File: config.mk
export PLATFORM = sky130hd
export DESIGN_NAME = usb_boot_keyboard_descriptor_scan_top
export DESIGN_NICKNAME = d
export VERILOG_FILES = /design/src/sv/usbkbd_pkg.sv /design/src/sv/usb_boot_keyboard_descriptor_scan_top.sv /design/src/sv/usbkbd_walker.sv /design/src/sv/usbkbd_rsp_queue.sv
export SDC_FILE = /design/constraint.sdc
export NUM_CORES = 1
export LEC_CHECK = 0
export BUFFER_PORTS_ARGS = -buffer_cell sky130_fd_sc_hd__buf_2
export CORE_MARGIN = 4
export CORE_UTILIZATION = 65
export DETAILED_ROUTE_END_ITERATION = 10
export PLACE_DENSITY = 0.87
export SLEW_MARGIN = 20
export SYNTH_ARGS = -nofsm -noshare
export SYNTH_HDL_FRONTEND = slang
export SYNTH_SLANG_ARGS = --single-unit
File: constraint.sdc
create_clock -name clock -period 10.8 [get_ports clock]
set_input_delay 1.08 -clock clock [delete_from_list [all_inputs] [get_ports clock]]
set_output_delay 1.08 -clock clock [all_outputs]
set_load 0.005 [all_outputs]
File: src/sv/usbkbd_pkg.sv
package usbkbd_pkg;

   localparam logic [7:0] KIND_INTERFACE = 8'd4;
   localparam logic [7:0] KIND_ENDPOINT  = 8'd5;
   localparam logic [7:0] CLASS_HID      = 8'd3;
   localparam logic [7:0] SUBCLASS_BOOT  = 8'd1;
   localparam logic [7:0] PROTOCOL_KBD   = 8'd1;
   localparam logic [1:0] XFER_INTERRUPT = 2'b11;
   localparam int         EP_DIR_IN_BIT  = 7;
   localparam logic [7:0] MIN_DESC_LEN   = 8'd2;

   localparam logic [6:0] ADDR_RESET     = 7'd1;
   localparam logic       SPEED_RESET    = 1'b0;

   localparam logic CSR_DEVICE_ADDRESS = 1'b0;
   localparam logic CSR_LOW_SPEED      = 1'b1;

   localparam int RSP_BITS = 62;
   localparam int RSP_DATA_W = 64;

   typedef struct packed {
      logic [6:0] device_address;
      logic       low_speed;
   } cfg_type;

   typedef struct packed {
      logic [7:0]  byte_position;
      logic [7:0]  descriptor_length;
      logic [7:0]  descriptor_kind;
      logic        first_descriptor;
      logic [7:0]  interfaces_declared;
      logic [7:0]  interfaces_seen;
      logic [7:0]  endpoints_left;
      logic        interface_is_keyboard;
      logic [31:0] field_capture;
      logic        found_flag;
      logic [3:0]  found_endpoint;
      logic [15:0] found_packet_size;
      logic [7:0]  saved_config_value;
      logic        error_flag;
   } walk_type;

   localparam walk_type WALK_RESET = '{
      byte_position:         8'd0,
      descriptor_length:     8'd0,
      descriptor_kind:       8'd0,
      first_descriptor:      1'b1,
      interfaces_declared:   8'd0,
      interfaces_seen:       8'd0,
      endpoints_left:        8'd0,
      interface_is_keyboard: 1'b0,
      field_capture:         32'd0,
      found_flag:            1'b0,
      found_endpoint:        4'd0,
      found_packet_size:     16'd0,
      saved_config_value:    8'd0,
      error_flag:            1'b0
   };

   typedef struct packed {
      logic        malformed;
      logic [31:0] endpoint_flags;
      logic [15:0] max_packet_size;
      logic [3:0]  endpoint_number;
      logic [7:0]  config_value;
      logic        keyboard_found;
   } rsp_type;

endpackage

File: src/sv/usb_boot_keyboard_descriptor_scan_top.sv
// Boot keyboard scan of a USB configuration descriptor set. Feed the set one
// byte per req beat, with req_tlast on its final byte; the block walks the
// descriptors by their length bytes and, on that last beat, queues one rsp
// beat with the config value, the first interrupt IN endpoint of a boot
// keyboard interface (class 3/1/1), its max packet size, the packed endpoint
// flags and a malformed flag for a length below two or a set that ends inside
// a descriptor. The walk state updates in a single registered step, so a
// byte can be taken every cycle while req_tready is high. Results sit in a
// two-deep output queue; req_tready drops only while both entries are full.
// Address and speed registers are written through csr_ and apply to the
// next result; write them only while the block is idle.
module usb_boot_keyboard_descriptor_scan_top (
   input  logic        clock,
   input  logic        reset,
   input  logic        req_tvalid,
   output logic        req_tready,
   input  logic [7:0]  req_tdata,   // [7:0] data_byte
   input  logic        req_tlast,   // last_byte
   output logic        rsp_tvalid,
   input  logic        rsp_tready,
   // [0] keyboard_found, [8:1] config_value, [12:9] endpoint_number,
   // [28:13] max_packet_size, [60:29] endpoint_flags, [61] malformed
   output logic [63:0] rsp_tdata,
   input  logic        csr_we,
   input  logic        csr_index,
   input  logic [6:0]  csr_wdata
);

   usbkbd_pkg::cfg_type cfg_ff, cfg_in;
   usbkbd_pkg::rsp_type walk_rsp, q_rsp;
   logic                walk_rsp_valid;
   logic                beat;
   logic                can_push;

   assign req_tready = can_push;
   assign beat       = req_tvalid && req_tready;

   always_comb begin
      cfg_in = cfg_ff;
      if (csr_we) begin
         case (csr_index)
            usbkbd_pkg::CSR_DEVICE_ADDRESS: cfg_in.device_address = csr_wdata;
            usbkbd_pkg::CSR_LOW_SPEED:      cfg_in.low_speed      = csr_wdata[0];
            default: cfg_in = cfg_ff;
         endcase
      end
   end

   always_ff @(posedge clock) begin
      if (reset) begin
         cfg_ff.device_address <= usbkbd_pkg::ADDR_RESET;
         cfg_ff.low_speed      <= usbkbd_pkg::SPEED_RESET;
      end else begin
         cfg_ff <= cfg_in;
      end
   end

   usbkbd_walker u_walker (
      .clock     (clock),
      .reset     (reset),
      .beat      (beat),
      .data_byte (req_tdata),
      .last_byte (req_tlast),
      .cfg       (cfg_ff),
      .rsp_valid (walk_rsp_valid),
      .rsp       (walk_rsp)
   );

   usbkbd_rsp_queue u_rsp_queue (
      .clock     (clock),
      .reset     (reset),
      .push      (walk_rsp_valid),
      .push_data (walk_rsp),
      .can_push  (can_push),
      .out_valid (rsp_tvalid),
      .out_ready (rsp_tready),
      .out_data  (q_rsp)
   );

   assign rsp_tdata = {{(usbkbd_pkg::RSP_DATA_W - usbkbd_pkg::RSP_BITS){1'b0}}, q_rsp};

endmodule

File: src/sv/usbkbd_walker.sv
module usbkbd_walker (
   input  logic               clock,
   input  logic               reset,
   input  logic               beat,
   input  logic [7:0]         data_byte,
   input  logic               last_byte,
   input  usbkbd_pkg::cfg_type cfg,
   output logic               rsp_valid,
   output usbkbd_pkg::rsp_type rsp
);

   usbkbd_pkg::walk_type st_ff, st_in;
   usbkbd_pkg::walk_type nx;
   logic                 err_final;

   always_comb begin
      logic [1:0] lane;
      logic       cap_hit;
      logic [7:0] b;
      b       = data_byte;
      nx      = st_ff;
      lane    = 2'd0;
      cap_hit = 1'b0;
      if (!st_ff.error_flag) begin
         if (st_ff.byte_position == 8'd0) begin
            if (b < usbkbd_pkg::MIN_DESC_LEN) begin
               nx.error_flag = 1'b1;
            end else begin
               nx.descriptor_length = b;
               nx.descriptor_kind   = 8'd0;
               nx.field_capture     = 32'd0;
               nx.byte_position     = 8'd1;
            end
         end else begin
            if (st_ff.byte_position == 8'd1) begin
               nx.descriptor_kind = b;
            end
            if (nx.first_descriptor || nx.descriptor_kind == usbkbd_pkg::KIND_INTERFACE) begin
               cap_hit = (st_ff.byte_position >= 8'd4) && (st_ff.byte_position <= 8'd7);
               lane    = st_ff.byte_position[1:0];
            end else if (nx.descriptor_kind == usbkbd_pkg::KIND_ENDPOINT) begin
               cap_hit = (st_ff.byte_position >= 8'd2) && (st_ff.byte_position <= 8'd5);
               lane    = 2'(st_ff.byte_position - 8'd2);
            end
            if (cap_hit) begin
               nx.field_capture[8*lane +: 8] = nx.field_capture[8*lane +: 8] | b;
            end
            if (({1'b0, st_ff.byte_position} + 9'd1) >= {1'b0, st_ff.descriptor_length}) begin
               nx.byte_position = 8'd0;
               if (nx.first_descriptor) begin
                  nx.interfaces_declared = nx.field_capture[7:0];
                  nx.saved_config_value  = nx.field_capture[15:8];
                  nx.first_descriptor    = 1'b0;
               end else if (nx.descriptor_kind == usbkbd_pkg::KIND_INTERFACE) begin
                  if (nx.interfaces_seen < nx.interfaces_declared) begin
                     nx.interfaces_seen       = nx.interfaces_seen + 8'd1;
                     nx.endpoints_left        = nx.field_capture[7:0];
                     nx.interface_is_keyboard =
                        (nx.field_capture[15:8]  == usbkbd_pkg::CLASS_HID) &&
                        (nx.field_capture[23:16] == usbkbd_pkg::SUBCLASS_BOOT) &&
                        (nx.field_capture[31:24] == usbkbd_pkg::PROTOCOL_KBD);
                  end else begin
                     nx.endpoints_left        = 8'd0;
                     nx.interface_is_keyboard = 1'b0;
                  end
               end else if (nx.descriptor_kind == usbkbd_pkg::KIND_ENDPOINT) begin
                  if (nx.endpoints_left != 8'd0) begin
                     nx.endpoints_left = nx.endpoints_left - 8'd1;
                     if (!nx.found_flag && nx.interface_is_keyboard &&
                         (nx.field_capture[9:8] == usbkbd_pkg::XFER_INTERRUPT) &&
                         nx.field_capture[usbkbd_pkg::EP_DIR_IN_BIT]) begin
                        nx.found_flag        = 1'b1;
                        nx.found_endpoint    = nx.field_capture[3:0];
                        nx.found_packet_size = nx.field_capture[31:16];
                     end
                  end
               end
            end else begin
               nx.byte_position = st_ff.byte_position + 8'd1;
            end
         end
      end
   end

   // length below two earlier, or set ends mid-descriptor
   assign err_final = nx.error_flag || (nx.byte_position != 8'd0);

   always_comb begin
      rsp_valid           = beat && last_byte;
      rsp.keyboard_found  = nx.found_flag;
      rsp.config_value    = nx.saved_config_value;
      rsp.endpoint_number = nx.found_flag ? nx.found_endpoint : 4'd0;
      rsp.max_packet_size = nx.found_flag ? nx.found_packet_size : 16'd0;
      rsp.endpoint_flags  = nx.found_flag ?
         {nx.found_packet_size, 2'b00, cfg.low_speed, 2'b00, nx.found_endpoint,
          cfg.device_address} : 32'd0;
      rsp.malformed       = err_final;
   end

   always_comb begin
      st_in = st_ff;
      if (beat) begin
         st_in = last_byte ? usbkbd_pkg::WALK_RESET : nx;
      end
   end

   always_ff @(posedge clock) begin
      if (reset) begin
         st_ff <= usbkbd_pkg::WALK_RESET;
      end else begin
         st_ff <= st_in;
      end
   end

endmodule

File: src/sv/usbkbd_rsp_queue.sv
module usbkbd_rsp_queue (
   input  logic               clock,
   input  logic               reset,
   input  logic               push,
   input  usbkbd_pkg::rsp_type push_data,
   output logic               can_push,
   output logic               out_valid,
   input  logic               out_ready,
   output usbkbd_pkg::rsp_type out_data
);

   logic                head_valid_ff, head_valid_in;
   logic                skid_valid_ff, skid_valid_in;
   usbkbd_pkg::rsp_type head_ff, head_in;
   usbkbd_pkg::rsp_type skid_ff, skid_in;
   logic                pop;

   assign pop       = head_valid_ff && out_ready;
   assign can_push  = !skid_valid_ff;
   assign out_valid = head_valid_ff;
   assign out_data  = head_ff;

   always_comb begin
      head_valid_in = head_valid_ff;
      skid_valid_in = skid_valid_ff;
      head_in       = head_ff;
      skid_in       = skid_ff;
      if (skid_valid_ff) begin
         if (pop) begin
            head_in       = skid_ff;
            skid_valid_in = 1'b0;
         end
      end else if (push) begin
         if (!head_valid_ff || pop) begin
            head_in       = push_data;
            head_valid_in = 1'b1;
         end else begin
            skid_in       = push_data;
            skid_valid_in = 1'b1;
         end
      end else if (pop) begin
         head_valid_in = 1'b0;
      end
   end

   always_ff @(posedge clock) begin
      if (reset) begin
         head_valid_ff <= 1'b0;
         skid_valid_ff <= 1'b0;
      end else begin
         head_valid_ff <= head_valid_in;
         skid_valid_ff <= skid_valid_in;
      end
      head_ff <= head_in;
      skid_ff <= skid_in;
   end

endmodule

==> impl_results.md, run 1 <==
* Drt pass-1 iters at 6
* Placement Cell Area at 10,400 um^2
* CTS tree: built
* First DRT Iteration DRCs at 1,030
* Final Setup Violations at 0
* Crit-path slowest cell: dfxtp_1
* Largest net degree at the start of global routing at 65
* # IOs at 88
* Fin Setup TNS at 0 ps
* Setup crit end kind: flop
* Max-slew violations at 0
* Pwr/cell area at 140 nW/um^2
* Max rail drop VDD at 0.000107 V
* Nets at 1,121
* Most frequent cells in the layout: 130 x nor2_1, 122 x dfxtp_1, 99 x nand2_1, 80 x buf_2, 76 x edfxtp_1
* FF-to-FF Start: u_walker.st_ff[104]
* Cells resized by post-CTS repair at 0
* Drt drc at 0
* I/O Buffers at 81
* Starting Density at 66.5%
* Placement Setup Slack at 4780 ps
* Antenna Nets Post-Route at 0
* Post-route minimum period at 5940 ps
* Top delay family on crit path: simple AND/OR/NAND/NOR gates
* Crit path arrival time at 6240 ps
* Worst hold path cell count at 2
* First-pass GRT wire length at 40,600 um
* Sw frac at 24.2%
* Final core utilization at 72.1%
* # Post-CTS Setup Buffers at 0
* Power, Total at 1.53 mW
* Worst Hold Class: reg2reg
* Syn-to-layout area delta at 8.45%
* CP max stage delay at 800 ps
* Cell Area, Synth at 10,100 um^2
* Top_reg_cell synth: dfxtp_1
* Post-route insts no fill at 1,272
* Initial antenna violation count at 0
* Fmax at 168 MHz
* Worst EP required at 11,100 ps
* RR Endpoint: u_walker.st_ff[14]
* R2R depth at 15
* Worst hold endpoint: u_walker.st_ff[98]
* Commonest non-fill, non-tap cell in the layout: nor2_1
* Seq pwr share at 51.7%
* HPWL after DPL at 17,200 um
* Critical Path, Cell by Cell: ha_1 -> nor4b_2 -> nand2_2 -> mux2_4 -> nor3_1 -> or2_1 -> inv_1 -> ha_1 -> nor2_1 -> nand3_2 -> a311oi_4 -> a31oi_4 -> o41a_1 -> a22oi_2 -> nor2_1
* Bufs on Longest Clock Path at 2
* Total die area at 17,600 um^2
* Vias/cell at 6.59
* Switch Pwr at 371 uW
* CTS root buf: clkbuf_16
* Vias in the first global route at 7,837
* Power share of the combinational group at 7.5%
* Die Span X at 133 um
* Synth unique cells at 86
* Final WS setup at 4860 ps
* WHS at 454 ps
* CP Class: reg2reg
* Setup Skew at 11.4 ps
* Routability congestion estimate at 0.988
* Ys Warns at 0
* Gr usage total at 28.4%
* Worst Tran Pin Value at 1180 ps
* Die Height at 133 um
* Hold Crit Start: u_walker.st_ff[98]
* Gr ovfl total at 0
* Reg2reg setup slack at 4860 ps
* Clock transition at path regs at 70 ps
* Endpoints failing hold at 0
* Largest cells by area after synthesis: dfxtp_1 24%, edfxtp_1 23%, nor2_1 4.9%
* CP bufs+invs at 1
* Pint at 1.16 mW
* Leak at 4.17 nW
* Total of max-cap violations at 0
* Cell area after layout at 11,000 um^2
* Share of synthesized registers carrying an async set or reset at 0%
* Max-slew headroom at 20.9%
* Mapped Cells at 1,042
* Synth area leader: dfxtp_1
* Diode count at 0
* Tcrit/Tclk final at 55.0%
* Placed Cells at 1,241
* Hold_buf cts at 0
* CP max FO at 18
* RSZ-0062 raised after global routing: no
* Synth Area per Inst at 9.69 um^2
* Clk sinks at 198
* CTS Buf Count at 17
* Type of element launching the critical path: flop
* Clock share of power at 40.8%
* Post-synth top area share at 24.2%
* Clock Latency Late Sink at 440 ps
* Wirelength per Cell at 19.8 um
* Drt total wl at 25,200 um
* Core area at 15,200 um^2
* #FFs+latches synth at 198
* Status: finished clean
* Sequential fraction of the synthesis area at 46.8%
* Post-synth EDFFs at 76
* Vias after detailed routing at 8,377
* Row cnt at 45
* Share of cells above drive strength 1 at 18.1%
* # H-tree levels at 4
-- flip-flops by register name, indices dropped and copies added, names as in the netlist --
signal / flops
u_rsp_queue.skid_valid_ff: 1
u_rsp_queue.out_valid: 1
u_rsp_queue.skid_ff: 38
cfg_ff: 8
u_walker.st_ff: 112
u_rsp_queue.out_data: 38
-- metal layers --
layer  vias up  GRT usage [%]  wire length, um
li1       3838              -                -
met1      3979           38.4            10400
met2       479           44.5            11600
met3        81           5.78             2280
met4         0           12.6              871
met5         -              0                0
-- power by group through the flow --
stage / Sequential (mW) / Combinational (mW) / Clock [mW]
global route: 0.794 / 0.125 / 0.663
finish: 0.793 / 0.115 / 0.625
global placement: 0.809 / 0.111 / 0
CTS: 0.793 / 0.113 / 0.630
floorplan: 0.807 / 0.0822 / 0
detailed placement: 0.810 / 0.112 / 0
-- final cells by class --
| type | instances | area, um^2 |
|---|---|---|
| clock buffers | 17 | 425 |
| clock inverters | 14 | 150 |
| flip-flops and latches | 198 | 4720 |
| fillers | 1097 | 4250 |
| inverters | 36 | 136 |
| repair buffers | 90 | 475 |
| multi-input cells | 729 | 4810 |
| well taps | 188 | 235 |
-- cell families (layout without fill, tap and decap cells) --
logic type	Yosys count	count (layout)	synth area share, %
xor+xnor	13	13	1.13
other cells	1	6	0.0371
compound gates	291	291	21.6
simple gates	351	351	16.5
mux	41	41	4.63
flops	198	198	46.8
fa+ha+maj	27	27	3.34
buf+inv	120	157	5.98
-- cells in the mapped netlist (6+ instances only) --
library cell	number
or3_1	9
o21ai_0	54
o211ai_1	12
mux2i_1	7
nand4_1	8
a22oi_1	64
xor2_1	8
buf_4	27
mux2_2	32
nor3b_1	6
nand3_1	29
a22o_1	24
nand2b_1	10
nor2_1	131
nand2_1	99
nor3_1	12
a22oi_2	11
ha_1	27
a21o_1	10
o31ai_1	10
nor4_1	6
nor2b_1	10
dfxtp_1	122
inv_1	34
edfxtp_1	76
clkbuf_1	47
a21oi_1	52
-- worst register-to-register path, delay by kind of cell, from the launching register on --
family                   cells  cell delay [ps]
AND/OR/NAND/NOR              7             2210
multiplexers                 1              390
buffers and inverters        1              150
flip-flops                   1              800
AO/OA/AOI/OAI                4             1660
adder cells (fa/ha/maj)      2              580
-- worst max path at each step --
stage / from / to / slack (ps) / cells after the start
2_1_floorplan: req_tdata[4] / u_walker.st_ff[19] / 5930 / 17
3_3_place_gp: req_tdata[4] / u_walker.st_ff[27] / 5040 / 15
3_5_place_dp: req_tdata[4] / u_walker.st_ff[14] / 4780 / 15
4_1_cts: u_walker.st_ff[104] / u_walker.st_ff[14] / 4970 / 15
5_1_grt: u_walker.st_ff[104] / u_walker.st_ff[14] / 4550 / 15
6_report: u_walker.st_ff[104] / u_walker.st_ff[14] / 4860 / 15
Note: power is estimated with default switching activity, not from simulation.
==> inputs of run 2 (changes only) <==
Settings changed: ABC_AREA set to 1, CORE_UTILIZATION 65 to 60, PLACE_DENSITY 0.87 to 0.81.
Clock period 10.8 ns to 5.8 ns, I/O delays scaled along.
==> run 2 against run 1 <==
Sequential share of layout area down 1.3 points. First-iteration DRC count decreased by 12%. Sequential cell count did not move. Clock-buffer cell count stayed put. Sequential power increased by 87%. Routed wire length grew 0.84%. Critical endpoint is now u_rsp_queue.out_data[35]. Worst setup slack got worse by 4100 ps. Via count up 8.0%. Global-route usage shrank 2.4 points. Largest power group unchanged. Clock skew up 2.7 ps. Final cell count grew 27%.
==> impl_results.md, run 2 <==
* Leak at 4.57 nW (+9.5%)
* Bufs on Longest Clock Path at 2 (unchanged)
* Switch Pwr at 785 uW (+110%)
* Nets at 1,435 (+28%)
* Antenna Nets Post-Route at 0 (unchanged)
* Drt drc at 0 (unchanged)
* Setup Skew at 14.1 ps (+2.72 ps)
* Most common cell in the synthesized netlist: nand2_1
* CP Class: reg2reg
* Status: finished clean
* Endpoints failing hold at 0 (unchanged)
* Pwr/cell area at 261 nW/um^2 (+86%)
* Top_reg_cell synth: dfxtp_1
* # Post-CTS Setup Buffers at 0 (unchanged)
* Crit-path slowest cell: ha_1
* Row cnt at 47 (+4.4%)
* Wirelength per Cell at 15.7 um (-21%)
* Vias after detailed routing at 9,045 (+8.0%)
* Largest cells by area after synthesis: dfxtp_1 24%, edfxtp_1 22%, nand2_1 16%
* Synth Area per Inst at 7.66 um^2 (-21%)
* # H-tree levels at 4 (unchanged)
* Gr usage total at 26.0% (-2.4 points)
* Clock transition at path regs at 80 ps (about the same)
* Sw frac at 26.6% (+2.5 points)
* Total of max-cap violations at 0 (unchanged)
* Tcrit/Tclk final at 86.8% (+32 points)
* Drt pass-1 iters at 6 (unchanged)
* Max reg flops at 112 (unchanged)
* Post-synth EDFFs at 76 (unchanged)
* HPWL after DPL at 17,800 um (+3.2%)
* Ys Warns at 0 (unchanged)
* Pint at 2.16 mW (+86%)
* CP max FO at 30 (+12)
* Mapped Cells at 1,354 (+30%)
* Drt total wl at 25,400 um (+0.84%)
* Synth area leader: dfxtp_1
* Total die area at 19,500 um^2 (+11%)
* Clock Latency Late Sink at 440 ps (about the same)
* Fmax at 199 MHz (+18%)
* Commonest cells post-synth: 447 x nand2_1, 145 x a21oi_1, 126 x inv_1, 122 x dfxtp_1, 97 x nand3_1
* Syn-to-layout area delta at 8.96%
* Cell Area, Synth at 10,400 um^2 (+2.7%)
* Diode count at 0 (unchanged)
* Post-route minimum period at 5040 ps (-902 ps)
* Critical Path Most Common Cell: nand2_1
* Max rail drop VDD at 0.000230 V (+120%)
* Starting Density at 61.9% (-4.5 points)
* Gr ovfl total at 0 (unchanged)
* Initial antenna violation count at 0 (unchanged)
* Critical Path, Cell by Cell: inv_1 -> ha_1 -> nand2_2 -> inv_1 -> nand2_1 -> nand2_1 -> nand2_1 -> nand2_1 -> nor2_1 -> nand2_2 -> nand3_4 -> nand2_1 -> ha_1 -> nand3_1 -> nor2_4 -> nand2_2 -> a21oi_4 -> nand2_4 -> nand2_4 -> inv_2 -> buf_4 -> nor2_4 -> nand2_1 -> nand2_1
* Commonest non-fill, non-tap cell in the layout: nand2_1
* I/O Buffers at 81 (unchanged)
* Sequential fraction of the synthesis area at 45.5% (-1.2 points)
* Hold_buf cts at 0 (unchanged)
* Clk sinks at 198 (unchanged)
* Placement Cell Area at 10,700 um^2 (+3.0%)
* # IOs at 88 (unchanged)
* Crit path arrival time at 5350 ps (-890 ps)
* First DRT Iteration DRCs at 904 (-12%)
* CTS Buf Count at 17 (unchanged)
* Seq pwr share at 50.2% (-1.5 points)
* #FFs+latches synth at 198 (unchanged)
* Most flops, register: u_walker.st_ff
* CTS root buf: clkbuf_16
* First-pass GRT wire length at 41,700 um (+2.9%)
* Post-synth top area share at 23.5% (-0.64 points)
* Die Span X at 140 um (+5.2%)
* Worst Tran Pin Value at 885 ps (-292 ps)
* Die Height at 140 um (+5.2%)
* Post-route insts no fill at 1,619 (+27%)
* Worst EP required at 6110 ps (-4990 ps)
* Cell area after layout at 11,300 um^2 (+3.2%)
* CTS tree: built
* Max-slew violations at 0 (unchanged)
* Final Setup Violations at 0 (unchanged)
* Share of cells above drive strength 1 at 12.1% (-6.0 points)
* Power share of the combinational group at 9.7% (+2.2 points)
* WHS at 376 ps (-78.9 ps)
* RSZ-0062 raised after global routing: no
* Cells resized by post-CTS repair at 0 (unchanged)
* Largest net degree at the start of global routing at 62 (-4.6%)
* Worst Hold Class: in2reg
* Share of synthesized registers carrying an async set or reset at 0% (unchanged)
* Max-slew headroom at 40.4% (+20 points)
* Routability congestion estimate at 1.04 (+5.1%)
* Placed Cells at 1,586 (+28%)
* Setup crit end kind: flop
* Core area at 16,800 um^2 (+10%)
* Vias/cell at 5.59 (-15%)
* Vias in the first global route at 8,491 (+8.3%)
* Type of element launching the critical path: flop
* CP max stage delay at 550 ps (-250 ps)
* Most frequent cells in the layout: 447 x nand2_1, 145 x a21oi_1, 125 x inv_1, 122 x dfxtp_1, 97 x nand3_1
* Synth unique cells at 50 (-42%)
* Clock share of power at 40.1% (-0.7 points)
* Fin Setup TNS at 0 ps (unchanged)
[run 2: worst max-delay path: cells and delay by family (launching register included)]
kind                       cells  cell delay (ps)
adders and majority gates      2              790
and+or+nand+nor               17             2650
buffers and inverters          4              510
AOI/OAI and AO/OA              1              480
DFF                            1              420
[run 2: cells by family (layout without fill, tap and decap cells)]
family | after synthesis | count (layout) | share of synthesized area [%]
flops | 198 | 198 | 45.5
compound gates | 241 | 241 | 12.8
fa+ha+maj | 27 | 27 | 3.26
other cells | 1 | 6 | 0.0361
simple gates | 661 | 661 | 28.2
xor+xnor | 10 | 10 | 0.844
buf+inv | 216 | 256 | 9.39
[run 2: cell type report]
class                   count  area [um^2]
repair buffers             93          508
clock inverters            15          165
multi-input cells         945         4710
well taps                 220          275
flip-flops and latches    198         4720
clock buffers              17          425
inverters                 131          494
fillers                  1391         5450
[run 2: power by group through the flow]
stage | sequential [mW] | combinational, mW | clock (mW)
2_1_floorplan | 1.51 | 0.204 | 0
3_3_place_gp | 1.51 | 0.275 | 0
3_5_place_dp | 1.51 | 0.279 | 0
4_1_cts | 1.48 | 0.281 | 1.19
5_1_grt | 1.48 | 0.316 | 1.26
6_report | 1.48 | 0.286 | 1.18
[run 2: metal layers]
metal | wire length [um] | track usage (%) | vias to the layer above | share of wire (%)
met5 | 0 | 0 | - | 0
met4 | 618 | 9.68 | 0 | 2.4
met3 | 1770 | 5.15 | 54 | 7.0
met2 | 12400 | 43.5 | 370 | 49
met1 | 10600 | 33.6 | 4134 | 42
li1 | - | - | 4487 | -
[run 2: stage by stage]
stage | total power [mW] | worst slack (ps) | util (%)
4_1_cts | 2.95 | 588 | 67.3
3_3_place_gp | 1.79 | 883 | 63.8
5_1_grt | 3.06 | 221 | 67.5
6_report | 2.95 | 764 | 67.5
2_1_floorplan | 1.72 | 2200 | -
3_5_place_dp | 1.79 | 639 | 63.8
[run 2: final timing paths]
path	slack [ps]	end	from	depth (start not counted)
setup / recovery	760	u_rsp_queue.out_data[35]	u_walker.st_ff[105]	24
hold / removal	380	cfg_ff[1]	csr_wdata[0]	3
setup reg to reg	760	u_rsp_queue.out_data[35]	u_walker.st_ff[105]	24
hold reg to reg	460	u_walker.st_ff[91]	u_walker.st_ff[91]	2
